==> src/rtl/one_time_code_table_with_expiry_macros.svh <==
// assertion macros for the one-time code table
`ifndef ONE_TIME_CODE_TABLE_WITH_EXPIRY_MACROS_SVH
`define ONE_TIME_CODE_TABLE_WITH_EXPIRY_MACROS_SVH
`ifndef ASSERT_OFF
// same-cycle implication
`define OTC_ASSERT_IMPL(lbl, clk, rst, ante, cons) \
  lbl: assert property (@(posedge clk) disable iff (rst) (ante) |-> (cons)) \
    else $error("assertion failed");
// next-cycle implication
`define OTC_ASSERT_NEXT(lbl, clk, rst, ante, cons) \
  lbl: assert property (@(posedge clk) disable iff (rst) (ante) |=> (cons)) \
    else $error("assertion failed");
`else
`define OTC_ASSERT_IMPL(lbl, clk, rst, ante, cons)
`define OTC_ASSERT_NEXT(lbl, clk, rst, ante, cons)
`endif
`endif

==> src/rtl/otc_pkg.sv <==
// shared types, codes and constants of the one-time code table
`default_nettype none
package otc_pkg;

  // table and field sizes
  localparam int DEFAULT_TABLE_DEPTH = 16;
  localparam int CODE_SYMBOLS        = 8;
  localparam int CODE_W              = 40;
  localparam int CODE_BITS           = 5 * CODE_SYMBOLS;
  localparam logic [CODE_W-1:0] CODE_MASK =
    (CODE_BITS >= CODE_W) ? {CODE_W{1'b1}} : ((CODE_W'(1) << CODE_BITS) - CODE_W'(1));
  localparam logic [31:0] DEFAULT_LIFETIME = 32'd3600;
  localparam logic [4:0]  COUNT_MAX        = 5'd31;

  // register map
  localparam int   ADDR_W           = 3;
  localparam logic REG_LIFETIME_IDX = 1'b0;

  // command codes
  localparam logic [2:0] CMD_GENERATE = 3'd0;
  localparam logic [2:0] CMD_ACCEPT   = 3'd1;
  localparam logic [2:0] CMD_STATUS   = 3'd2;
  localparam logic [2:0] CMD_CLEANUP  = 3'd3;
  localparam logic [2:0] CMD_COUNT    = 3'd4;

  // status codes
  localparam logic [2:0] ST_OK        = 3'd0;
  localparam logic [2:0] ST_NO_FREE   = 3'd1;
  localparam logic [2:0] ST_USED      = 3'd2;
  localparam logic [2:0] ST_EXPIRED   = 3'd3;
  localparam logic [2:0] ST_NOT_FOUND = 3'd4;

  // input item
  typedef struct packed {
    logic [2:0]        command;
    logic [CODE_W-1:0] code_symbols;
    logic [2:0]        channel;
    logic [31:0]       now_seconds;
  } in_t;

  // result item
  typedef struct packed {
    logic [2:0] status;
    logic       code_live;
    logic       is_used;
    logic [4:0] pending_count;
  } out_t;

  // one slot of the code memory
  typedef struct packed {
    logic [CODE_W-1:0] code;
    logic [2:0]        channel;
    logic [32:0]       expiry;
  } entry_t;

  // controller to datapath
  typedef struct packed {
    logic load;
    logic scan;
    logic finish;
  } ctrl_cmd_t;

  // datapath to controller
  typedef struct packed {
    logic last;
    logic out_free;
  } dp_sts_t;

endpackage
`default_nettype wire

==> src/rtl/otc_ctrl.sv <==
// sequencer for load, slot scan and result hand-off
`default_nettype none
`include "one_time_code_table_with_expiry_macros.svh"
module otc_ctrl (
  input  wire logic              clk,
  input  wire logic              rst,
  input  wire logic              cmd_valid,
  output logic                   cmd_ready,
  input  wire otc_pkg::dp_sts_t  sts,
  output otc_pkg::ctrl_cmd_t     cmd
);

  typedef enum logic [2:0] {
    ST_IDLE = 3'b001,
    ST_SCAN = 3'b010,
    ST_DONE = 3'b100
  } state_t;

  state_t state;
  state_t state_next;

  // next state and commands
  always_comb begin
    state_next = state;
    cmd        = '0;
    cmd_ready  = 1'b0;
    case (state)
      ST_IDLE: begin
        cmd_ready = 1'b1;
        if (cmd_valid) begin
          cmd.load   = 1'b1;
          state_next = ST_SCAN;
        end
      end
      ST_SCAN: begin
        cmd.scan = 1'b1;
        if (sts.last) begin
          state_next = ST_DONE;
        end
      end
      ST_DONE: begin
        if (sts.out_free) begin
          cmd.finish = 1'b1;
          state_next = ST_IDLE;
        end
      end
      default: begin
        state_next = ST_IDLE;
      end
    endcase
  end

  // state register
  always_ff @(posedge clk) begin
    if (rst) begin
      state <= ST_IDLE;
    end else begin
      state <= state_next;
    end
  end

  `OTC_ASSERT_NEXT(a_load_scans, clk, rst, cmd_valid && cmd_ready, state == ST_SCAN)
  `OTC_ASSERT_IMPL(a_finish_free, clk, rst, cmd.finish, sts.out_free)
  `OTC_ASSERT_NEXT(a_done_leaves, clk, rst, state == ST_DONE && sts.out_free, state == ST_IDLE)

endmodule
`default_nettype wire

==> src/rtl/otc_dp.sv <==
// slot table, scan evaluation and result register
`default_nettype none
`include "one_time_code_table_with_expiry_macros.svh"
module otc_dp #(
  parameter int TABLE_DEPTH = otc_pkg::DEFAULT_TABLE_DEPTH
) (
  input  wire logic               clk,
  input  wire logic               rst,
  input  wire otc_pkg::in_t       cmd_item,
  input  wire logic [31:0]        lifetime,
  input  wire otc_pkg::ctrl_cmd_t cmd,
  output otc_pkg::dp_sts_t        sts,
  output logic                    rsp_valid,
  input  wire logic               rsp_ready,
  output otc_pkg::out_t           rsp_item
);

  localparam int IDX_W = (TABLE_DEPTH > 1) ? $clog2(TABLE_DEPTH) : 1;
  localparam logic [IDX_W-1:0] LAST_IDX = IDX_W'(TABLE_DEPTH - 1);

  // captured item
  logic [2:0]                 cmd_q;
  logic [otc_pkg::CODE_W-1:0] code_q;
  logic [2:0]                 chan_q;
  logic [31:0]                now_q;
  logic [32:0]                exp_q;

  // slot flags and code memory
  logic [TABLE_DEPTH-1:0] present;
  logic [TABLE_DEPTH-1:0] used;
  otc_pkg::entry_t        mem [TABLE_DEPTH];
  otc_pkg::entry_t        rd_q;
  otc_pkg::entry_t        wr_entry;

  // scan state
  logic [IDX_W-1:0] rd_addr;
  logic [IDX_W-1:0] eval_idx;
  logic             eval_vld;
  logic             eval_en;
  logic             mem_we;
  logic             match;
  logic             expired;

  // per-item results
  logic       found;
  logic [2:0] hit_st;
  logic       hit_valid;
  logic       hit_used;
  logic [4:0] cnt;
  otc_pkg::out_t result;

  // evaluation of the entry read last cycle
  always_comb begin
    eval_en  = cmd.scan && eval_vld;
    match    = present[eval_idx] && (rd_q.code == code_q);
    expired  = {1'b0, now_q} > rd_q.expiry;
    mem_we   = eval_en && (cmd_q == otc_pkg::CMD_GENERATE) && !found && !present[eval_idx];
    wr_entry = '{code: code_q, channel: chan_q, expiry: exp_q};
    sts.last     = eval_vld && (eval_idx == LAST_IDX);
    sts.out_free = !rsp_valid || rsp_ready;
  end

  // code memory, one write and one registered read a cycle
  always_ff @(posedge clk) begin
    if (mem_we) begin
      mem[eval_idx] <= wr_entry;
    end
    rd_q <= mem[rd_addr];
  end

  // item capture
  always_ff @(posedge clk) begin
    if (cmd.load) begin
      cmd_q  <= cmd_item.command;
      code_q <= cmd_item.code_symbols & otc_pkg::CODE_MASK;
      chan_q <= cmd_item.channel;
      now_q  <= cmd_item.now_seconds;
      exp_q  <= {1'b0, cmd_item.now_seconds} + {1'b0, lifetime};
    end
  end

  // scan control, slot flags and per-item results
  always_ff @(posedge clk) begin
    if (rst) begin
      present   <= '0;
      used      <= '0;
      eval_vld  <= 1'b0;
      rd_addr   <= '0;
      eval_idx  <= '0;
      found     <= 1'b0;
      hit_st    <= otc_pkg::ST_OK;
      hit_valid <= 1'b0;
      hit_used  <= 1'b0;
      cnt       <= '0;
    end else begin
      if (cmd.load) begin
        eval_vld  <= 1'b0;
        rd_addr   <= '0;
        found     <= 1'b0;
        hit_st    <= otc_pkg::ST_OK;
        hit_valid <= 1'b0;
        hit_used  <= 1'b0;
        cnt       <= '0;
      end
      if (cmd.scan) begin
        eval_vld <= 1'b1;
        rd_addr  <= rd_addr + 1'b1;
        eval_idx <= rd_addr;
      end
      if (eval_en) begin
        case (cmd_q)
          otc_pkg::CMD_GENERATE: begin
            if (mem_we) begin
              present[eval_idx] <= 1'b1;
              used[eval_idx]    <= 1'b0;
              found             <= 1'b1;
            end
          end
          otc_pkg::CMD_ACCEPT: begin
            if (!found && match) begin
              found <= 1'b1;
              if (used[eval_idx]) begin
                hit_st <= otc_pkg::ST_USED;
              end else if (expired) begin
                present[eval_idx] <= 1'b0;
                hit_st            <= otc_pkg::ST_EXPIRED;
              end else begin
                used[eval_idx] <= 1'b1;
                hit_st         <= otc_pkg::ST_OK;
              end
            end
          end
          otc_pkg::CMD_STATUS: begin
            if (!found && match) begin
              found     <= 1'b1;
              hit_valid <= !expired;
              hit_used  <= used[eval_idx];
            end
          end
          otc_pkg::CMD_CLEANUP: begin
            if (present[eval_idx] && (used[eval_idx] || expired)) begin
              present[eval_idx] <= 1'b0;
            end
          end
          otc_pkg::CMD_COUNT: begin
            if (present[eval_idx] && (rd_q.channel == chan_q) && !used[eval_idx] &&
                !expired && (cnt != otc_pkg::COUNT_MAX)) begin
              cnt <= cnt + 5'd1;
            end
          end
          default: begin
          end
        endcase
      end
    end
  end

  // final result of the item
  always_comb begin
    result               = '0;
    result.code_live     = hit_valid;
    result.is_used       = hit_used;
    result.pending_count = cnt;
    case (cmd_q)
      otc_pkg::CMD_GENERATE: result.status = found ? otc_pkg::ST_OK : otc_pkg::ST_NO_FREE;
      otc_pkg::CMD_ACCEPT:   result.status = found ? hit_st : otc_pkg::ST_NOT_FOUND;
      otc_pkg::CMD_STATUS:   result.status = found ? otc_pkg::ST_OK : otc_pkg::ST_NOT_FOUND;
      default:               result.status = otc_pkg::ST_OK;
    endcase
  end

  // output register
  always_ff @(posedge clk) begin
    if (rst) begin
      rsp_valid <= 1'b0;
    end else if (cmd.finish) begin
      rsp_valid <= 1'b1;
    end else if (rsp_ready) begin
      rsp_valid <= 1'b0;
    end
  end

  always_ff @(posedge clk) begin
    if (cmd.finish) begin
      rsp_item <= result;
    end
  end

  `OTC_ASSERT_IMPL(a_one_new_slot, clk, rst, 1'b1, $countones(present) <= $countones($past(present)) + 1)
  `OTC_ASSERT_IMPL(a_cleanup_frees_only, clk, rst, cmd_q == otc_pkg::CMD_CLEANUP, (present & ~$past(present)) == '0)

endmodule
`default_nettype wire

==> src/rtl/one_time_code_table_with_expiry.sv <==
// An item is captured, then the slot scan reads and checks one entry of the code memory
// per cycle, and the result goes to the output register once that is free; the block
// takes no new item until the result of the last one has gone to the output register.
// The item input takes a new item while a finished result waits to be taken.
// Reset (rst, synchronous): all slots free and unused, lifetime = 3600 s;
// code memory contents are not cleared and need no clearing pass.
`default_nettype none
module one_time_code_table_with_expiry #(
  parameter int TABLE_DEPTH = otc_pkg::DEFAULT_TABLE_DEPTH
) (
  input  wire logic                       clk,
  input  wire logic                       rst,
  input  wire logic                       cmd_valid,
  output logic                            cmd_ready,
  input  wire otc_pkg::in_t               cmd_item,
  output logic                            rsp_valid,
  input  wire logic                       rsp_ready,
  output otc_pkg::out_t                   rsp_item,
  input  wire logic                       psel,
  input  wire logic                       penable,
  input  wire logic                       pwrite,
  input  wire logic [otc_pkg::ADDR_W-1:0] paddr,
  input  wire logic [31:0]                pwdata,
  output logic [31:0]                     prdata,
  output logic                            pready
);

  logic [31:0]        lifetime;
  logic               reg_sel;
  otc_pkg::ctrl_cmd_t cmd;
  otc_pkg::dp_sts_t   sts;

  // register decode and read-back
  always_comb begin
    reg_sel = (paddr[otc_pkg::ADDR_W-1] == otc_pkg::REG_LIFETIME_IDX);
    prdata  = reg_sel ? lifetime : '0;
    pready  = 1'b1;
  end

  // lifetime register
  always_ff @(posedge clk) begin
    if (rst) begin
      lifetime <= otc_pkg::DEFAULT_LIFETIME;
    end else if (psel && penable && pwrite && reg_sel) begin
      lifetime <= pwdata;
    end
  end

  otc_ctrl u_ctrl (
    .clk       (clk),
    .rst       (rst),
    .cmd_valid (cmd_valid),
    .cmd_ready (cmd_ready),
    .sts       (sts),
    .cmd       (cmd)
  );

  otc_dp #(
    .TABLE_DEPTH (TABLE_DEPTH)
  ) u_dp (
    .clk       (clk),
    .rst       (rst),
    .cmd_item  (cmd_item),
    .lifetime  (lifetime),
    .cmd       (cmd),
    .sts       (sts),
    .rsp_valid (rsp_valid),
    .rsp_ready (rsp_ready),
    .rsp_item  (rsp_item)
  );

endmodule
`default_nettype wire

==> config.mk <==
export PLATFORM = sky130hd
export DESIGN_NAME = one_time_code_table_with_expiry
export DESIGN_NICKNAME = d
export VERILOG_FILES = /design/src/rtl/otc_pkg.sv /design/src/rtl/otc_ctrl.sv /design/src/rtl/otc_dp.sv /design/src/rtl/one_time_code_table_with_expiry.sv
export VERILOG_INCLUDE_DIRS = /design/src /design/src/rtl
export SDC_FILE = /design/constraint.sdc
export NUM_CORES = 2
export LEC_CHECK = 0
export BUFFER_PORTS_ARGS = -buffer_cell sky130_fd_sc_hd__buf_2
export CAP_MARGIN = 0
export CORE_UTILIZATION = 40
export CTS_BUF_LIST = sky130_fd_sc_hd__clkbuf_4 sky130_fd_sc_hd__clkbuf_8 sky130_fd_sc_hd__clkbuf_16
export DETAILED_ROUTE_END_ITERATION = 8
export SLEW_MARGIN = 30
export SYNTH_ARGS = -nofsm -noshare
export SYNTH_HDL_FRONTEND = slang
export SYNTH_HIERARCHICAL = 1
export SYNTH_SLANG_ARGS = --single-unit
==> constraint.sdc <==
create_clock -name clk -period 10.9 [get_ports clk]
set_clock_uncertainty 0.1 [all_clocks]
set_input_delay 1.635 -clock clk [delete_from_list [all_inputs] [get_ports clk]]
set_output_delay 1.635 -clock clk [all_outputs]
set_load 0.01 [all_outputs]
; ---- Word-level counts from Yosys, hierarchy flattened
; Memories as Yosys holds them, arrays and structs flattened. A register that Yosys moved wholly into a read port is not among the register bits.
; Cells that the tools add are included.
[totals]
mem_bits_rw = 1216
ff_bits = 209
memories = 1
wordCells = 150
latch_bits = 0
out_inout_bits = 45
in_bits = 120
romBits = 0
[classes]
div_mod_pow = 0
n_lt_le_gt_ge = 3
bitwise = 6
shift = 0
addsub = 3
n_eq_ne = 20
reduce_logical = 32
n_mul = 0
muxes = 63
[mem_list]
columns = memory, words, width, read_ports, rd_ports_with_merged_regs, wr, line_no
row1 = u_dp.mem, 16, 76, 1, 1, 1, otc_dp.sv:31  ; otc_pkg::entry_t mem [TABLE_DEPTH];
[op_table]
columns = cell, count
row1 = $mux 16, 9
row2 = $pmux 16 s3, 1
row3 = $eq 40x40->1, 1
row4 = $add 32x32->33, 1
row5 = $gt 32x33->1, 1
row6 = $and 16x16->16, 2
row7 = $mux 32, 1
row8 = $or 16x16->16, 2
row9 = $pmux 16 s2, 1
row10 = $mux 3, 10
row11 = $mux 1, 28
row12 = $mux 5, 4
row13 = $pmux 3 s3, 2
row14 = $logic_and 1x1->1, 16
row15 = $not 16->16, 1
row16 = $ne 2x2->1 const B, 5
row17 = $eq 3x2->1 const B, 3
row18 = $bmux 1 s4, 2
row19 = $mux 4, 2
row20 = $ne 2x1->1 const B, 4
row21 = $reduce_and 7->1, 1
row22 = $eq 3x1->1 const B, 2
row23 = $eq 3x3->1 const B, 2
row24 = $reduce_and 6->1, 1
row25 = other kinds (18), 25

; ---- Logic depth before layout (Yosys ltp)
[logic_depth]
depth_word = 10
mapped_depth = 13
ltp_nobuf = 11

; ---- Cells and area by module
; Netlist, hierarchy kept.
[modules_own_cells]
columns = mod, seq_area_each_um2, area_each_um2, instances, cells_per_inst
row1 = otc_dp, 42731.0, 56277.7, 1, 2601
row2 = one_time_code_table_with_expiry, 640.6, 1677.9, 1, 177
row3 = otc_ctrl, 60.1, 177.7, 1, 16

; ---- Least setup slack after synthesis
; Ideal clock, no wire load.
[synth_path]
kind = reg2reg
from = reg u_dp.eval_idx[0]
to = mem u_dp/mem[3][0] in the netlist's numbering, enable pin
path_buffers = 2
setup_ns = 0.606
synth_period_minus_slack_ns = 7.919
t_required_ns = 10.194
arrival_time_ns = 7.213
slack_ns = 2.981
path_stages_with_launch = 9
path_cell_list = dfxtp_1 > buf_6 > buf_6 > mux4_2 > a22oi_2 > nand3_2 > nor4b_4 > nand3_1 > nor3_1
[synth_via]
elab_chain_cells = 6
[synth_lines]
columns = item, line_no
row1 = start: declaration, otc_dp.sv:37  ; logic [IDX_W-1:0] eval_idx;
row2 = start signal: assignment, otc_dp.sv:108  ; eval_idx <= rd_addr;
row3 = $bmux 1 s4, otc_dp.sv:57  ; mem_we = eval_en && (cmd_q == otc_pkg::CMD_GENERATE) && !found && !present[eval_idx];
row4 = $mux 1 (not written as such), otc_dp.sv:57
row5 = $logic_not 1->1, otc_dp.sv:57
row6 = $logic_and 1x1->1, otc_dp.sv:57
row7 = $mux 1, otc_dp.sv:65  ; if (mem_we) begin
row8 = $mux 1 (not written as such), otc_dp.sv:66  ; mem[eval_idx] <= wr_entry;
row9 = end: declaration, otc_dp.sv:31
; Parallel ways exist; a longest one is shown, timed or not. The select of a mux whose other input is x is not followed.

; ---- Worst setup path in the final report
[layout_path]
from = reg u_dp.eval_idx[0]
to = mem u_dp/mem[3][19] in the netlist's numbering, enable pin
; Same word-level chain as after synthesis.

==> run summary <==
* result of the run: finished, violations left
* failing checks: DRC
* primary flip-flop cell chosen by synthesis mapping: edfxtp_1
* final critical path time including I/O delays and setup: 5090 ps
* Adder-Cell Fraction of Synth Area: 1.48%
* Chip Width: 383 µm
* Place WS: 5830 ps
* Net Count, Synth: 2,982
* fraction of layout instances using a drive strength above 1: 29.1%
* average wire per standard cell: 26.0 µm
* area grow syn2layout: 14.7%
* xor/xnor share of the synthesized area: 1.08%
* TritonCTS buffer count: 156
* post-CTS setup-driven buffer insertion count: 0
* multiplexer fraction of the synthesized cell area: 15.9%
* maximum number of buffers from clock root to sink: 3
* I/O pin cnt: 165
* count of cells resized by post-cts repair: 0
* Layout fillers: 11,800
* total gr overflow: 0
* die height: 383 µm
* count of TritonRoute iterations in the first routing pass: 7
* first-pass GRT wire length: 195,000 µm
* number of distinct library cells after synthesis: 76
* DP HPWL: 71,100 µm
* number of cells produced by synthesis: 2,794
* class of the tightest hold or removal check: flip-flop to flip-flop
* standby leakage power: 21.3 nW
* largest cells by area after synthesis: edfxtp_1 69%, mux4_2 15%, dfxtp_1 5.6%, ha_1 1.4%, mux2i_1 0.88%
* post-CTS clock slew at the launch and capture registers of the worst setup and hold paths: 60 ps
* CP Launch Type: flip-flop
* number of non-filler instances in the completed layout: 5,083
* gpl congestion: 0.782
* number of antenna violations at the first check in global routing: 4
* row count: 139
* async set-or-reset flop fraction in the synthesized netlist: 0%
* CP endpoint kind: flip-flop
* CTS sink cnt: 1,501
* Worst VDD drop: 0.133 mV
* number of buffers inserted by port buffering: 161
* insertion delay to the later sink of the worst-skew pair: 780 ps
* Core Footprint: 144,000 µm²
* achievable clock frequency: 0.196 GHz
* cells along the critical path: mux4_2 -> a22oi_2 -> nand3_2 -> nor4b_4 -> nand3_1 -> buf_4 -> nor3_2 -> buf_4 -> buf_4
* Worst Path Buf+Inv: 3
* sequential element share of the synthesized area: 74.7%
* Clock Root Buffer: clkbuf_16
* GRT Util Overall: 18.2%
* cell area after technology mapping: 58,100 µm²
* fraction of synthesized cell area taken by the top area cell type: 69.1%
* via count of the routed design: 28,000
* minimum setup slack in the final design: 5810 ps
* Max FO, Critical Path: 41
* sum of routed wire length over all layers: 132,000 µm
* Setup violations, final: 0
* power per standard cell area: 180 nW/µm²
* most frequent cell on the critical path: buf_4
* basic-gate share of the synthesized area counting and, or, nand and nor cells: 3.53%
* Remaining DRCs: 16
* number of violations of the max-capacitance limit: 0
* placed cell area: 61,400 µm²
* RSZ-0062 raised after global routing: false
* H-tree levels: 4
* max-slew violations: 0
* kind of cell adding the most delay to the critical path: buffers and inverters
* cell type with the largest total area after synthesis: edfxtp_1
* Slew @ Worst Pin: 1020 ps
* floorplan die area: 147,000 µm²
* number of flops mapped to enable cells by yosys: 1,337
* Yosys warning total: 6
* starting utilization of the core area: 40.4%
* DR vias/cell: 5.51
* share of the clock period used by the worst path after layout: 46.7%
* fraction of the mapped netlist area in compound gates: 1.89%
* via count of the first global-routing pass: 29,500
* Hold Violations, Final: 0
* combinational family with the most area after synthesis: multiplexers
* post-synthesis area per instance: 20.8 µm²
* TritonCTS clock tree: built
* max incr delay on CP: 830 ps
* number of synthesized register bits: 1,501
* Critical Path Slowest Stage Cell: dfxtp_1
* worst setup path category: flip-flop to flip-flop
* arrival time of the worst setup path: 5370 ps
* hold-fix buffer count after cts: 0
* placed cells: 4,790
* summed area of non-filler cells in the final layout: 66,700 µm²
* post-route setup TNS: 0 ps
* worst relative slew slack: 31.9%
* pin count of the biggest net entering global routing: 99
* count of nets after finishing: 3,233
* antenna viol nets, final: 0
* Req. time, crit path: 11,180 ps
* number of DRC markers in iteration 0: 2,192
-- cell usage in the layout, fill, tap and decap left out, drive strengths merged, types with 51 or more instances in the layout --
cell type / netlist / layout
clkinv: 0 / 56
nor2: 65 / 65
dfxtp: 164 / 164
ha: 67 / 67
clkbuf: 83 / 208
mux2i: 51 / 51
mux4: 388 / 388
edfxtp: 1337 / 1337
inv: 59 / 71
buf: 44 / 220
nand2b: 62 / 62
nand2: 66 / 66
-- worst register-to-register path, stage by stage, from the launching register on --
cell and delay (ps):
dfxtp_1 830, mux4_2 630, a22oi_2 200, nand3_2 230, nor4b_4 390, nand3_1 120
buf_4 270, nor3_2 340, buf_4 680, buf_4 840
-- kinds of logic (layout without fill, tap and decap cells) --
group	Yosys count	after routing
flip-flops	1501	1501
multiplexers	440	440
AND/OR/NAND/NOR	366	366
buffers and inverters	186	571
AO/OA/AOI/OAI	160	160
XOR/XNOR	72	72
adder cells (fa/ha/maj)	68	68
other	1	2
-- per-layer routing --
layer / up-vias / global-route usage (%) / part of all wire (%)
met3: 203 / 2.82 / 5.3
met4: 0 / 5.27 / 2.1
li1: 12000 / - / -
met1: 14900 / 23.6 / 41
met5: - / 0 / 0
met2: 867 / 31.4 / 52
-- cell usage after synthesis (4+ instances only) --
cell type	n
nor2b_1	41
dfxtp_1	164
a21o_1	10
xnor2_1	45
inv_1	57
and4_1	4
nand3b_1	5
xor2_1	27
nor2_1	64
o211ai_1	5
a31oi_1	6
nor3_1	22
o31a_1	4
edfxtp_1	1337
nor4_1	8
a221oi_1	4
o21ai_0	26
o311ai_0	11
and3_1	10
buf_6	4
buf_4	5
nand2_1	66
nand4_1	20
a211oi_1	8
ha_1	67
mux4_2	388
nor3b_1	6
mux2i_1	51
nand2b_1	62
clkbuf_1	83
nand3_1	19
o21a_1	6
buf_1	30
or4_1	11
a21oi_1	48
o21bai_1	4
o31ai_1	5
-- layout make-up --
cell class              count  area [µm²]  area share (%)
well taps                1903        2380            3.57
inverters                  59         221           0.332
clock inverters            84         807            1.21
clock buffers             208        4430            6.64
flip-flops and latches   1501       43400            65.2
multi-input cells        1107       14100            21.1
repair buffers            220        1340            2.01
diodes                      1        2.50         0.00375
-- metrics by stage --
step	utilization [%]	total power, W	hold WS [ps]
finish	46.4	0.0120	357
global route	46.4	0.0124	364
CTS	46.3	0.0122	353
detailed placement	42.7	0.00681	338
global placement	42.6	0.00679	341
floorplan	-	0.00668	309
-- registers in the layout, summed over array words and instances (netlist names), 4 cells and up, named ones only --
name / count
u_dp/eval_idx: 4
u_dp/exp_q: 33
u_dp/now_q: 32
u_dp/rsp_item: 10
u_dp/code_q: 40
u_dp/mem: 1216
u_dp/rd_q: 76
u_dp/cnt: 5
u_dp/rd_addr: 4
lifetime: 32
-- final timing paths --
kind | endpoint | slack [ps] | cells past startpoint | startpoint
min reg2reg | flip-flop | 360 | 2 | flip-flop
max reg2reg | u_dp/mem[3][19] | 5810 | 9 | u_dp/eval_idx[0]
min | flip-flop | 360 | 2 | flip-flop
max | u_dp/mem[3][19] | 5810 | 9 | u_dp/eval_idx[0]
-- report_power, final --
group | switching (W) | leakage (nW) | internal (W)
Clock | 0.00221 | 2.62 | 0.00314
Sequential | 0.000101 | 13.4 | 0.00634
Combinational | 0.000139 | 5.25 | 0.000104
Total | 0.00245 | 21.3 | 0.00958
(Power assumes the default switching activity.)
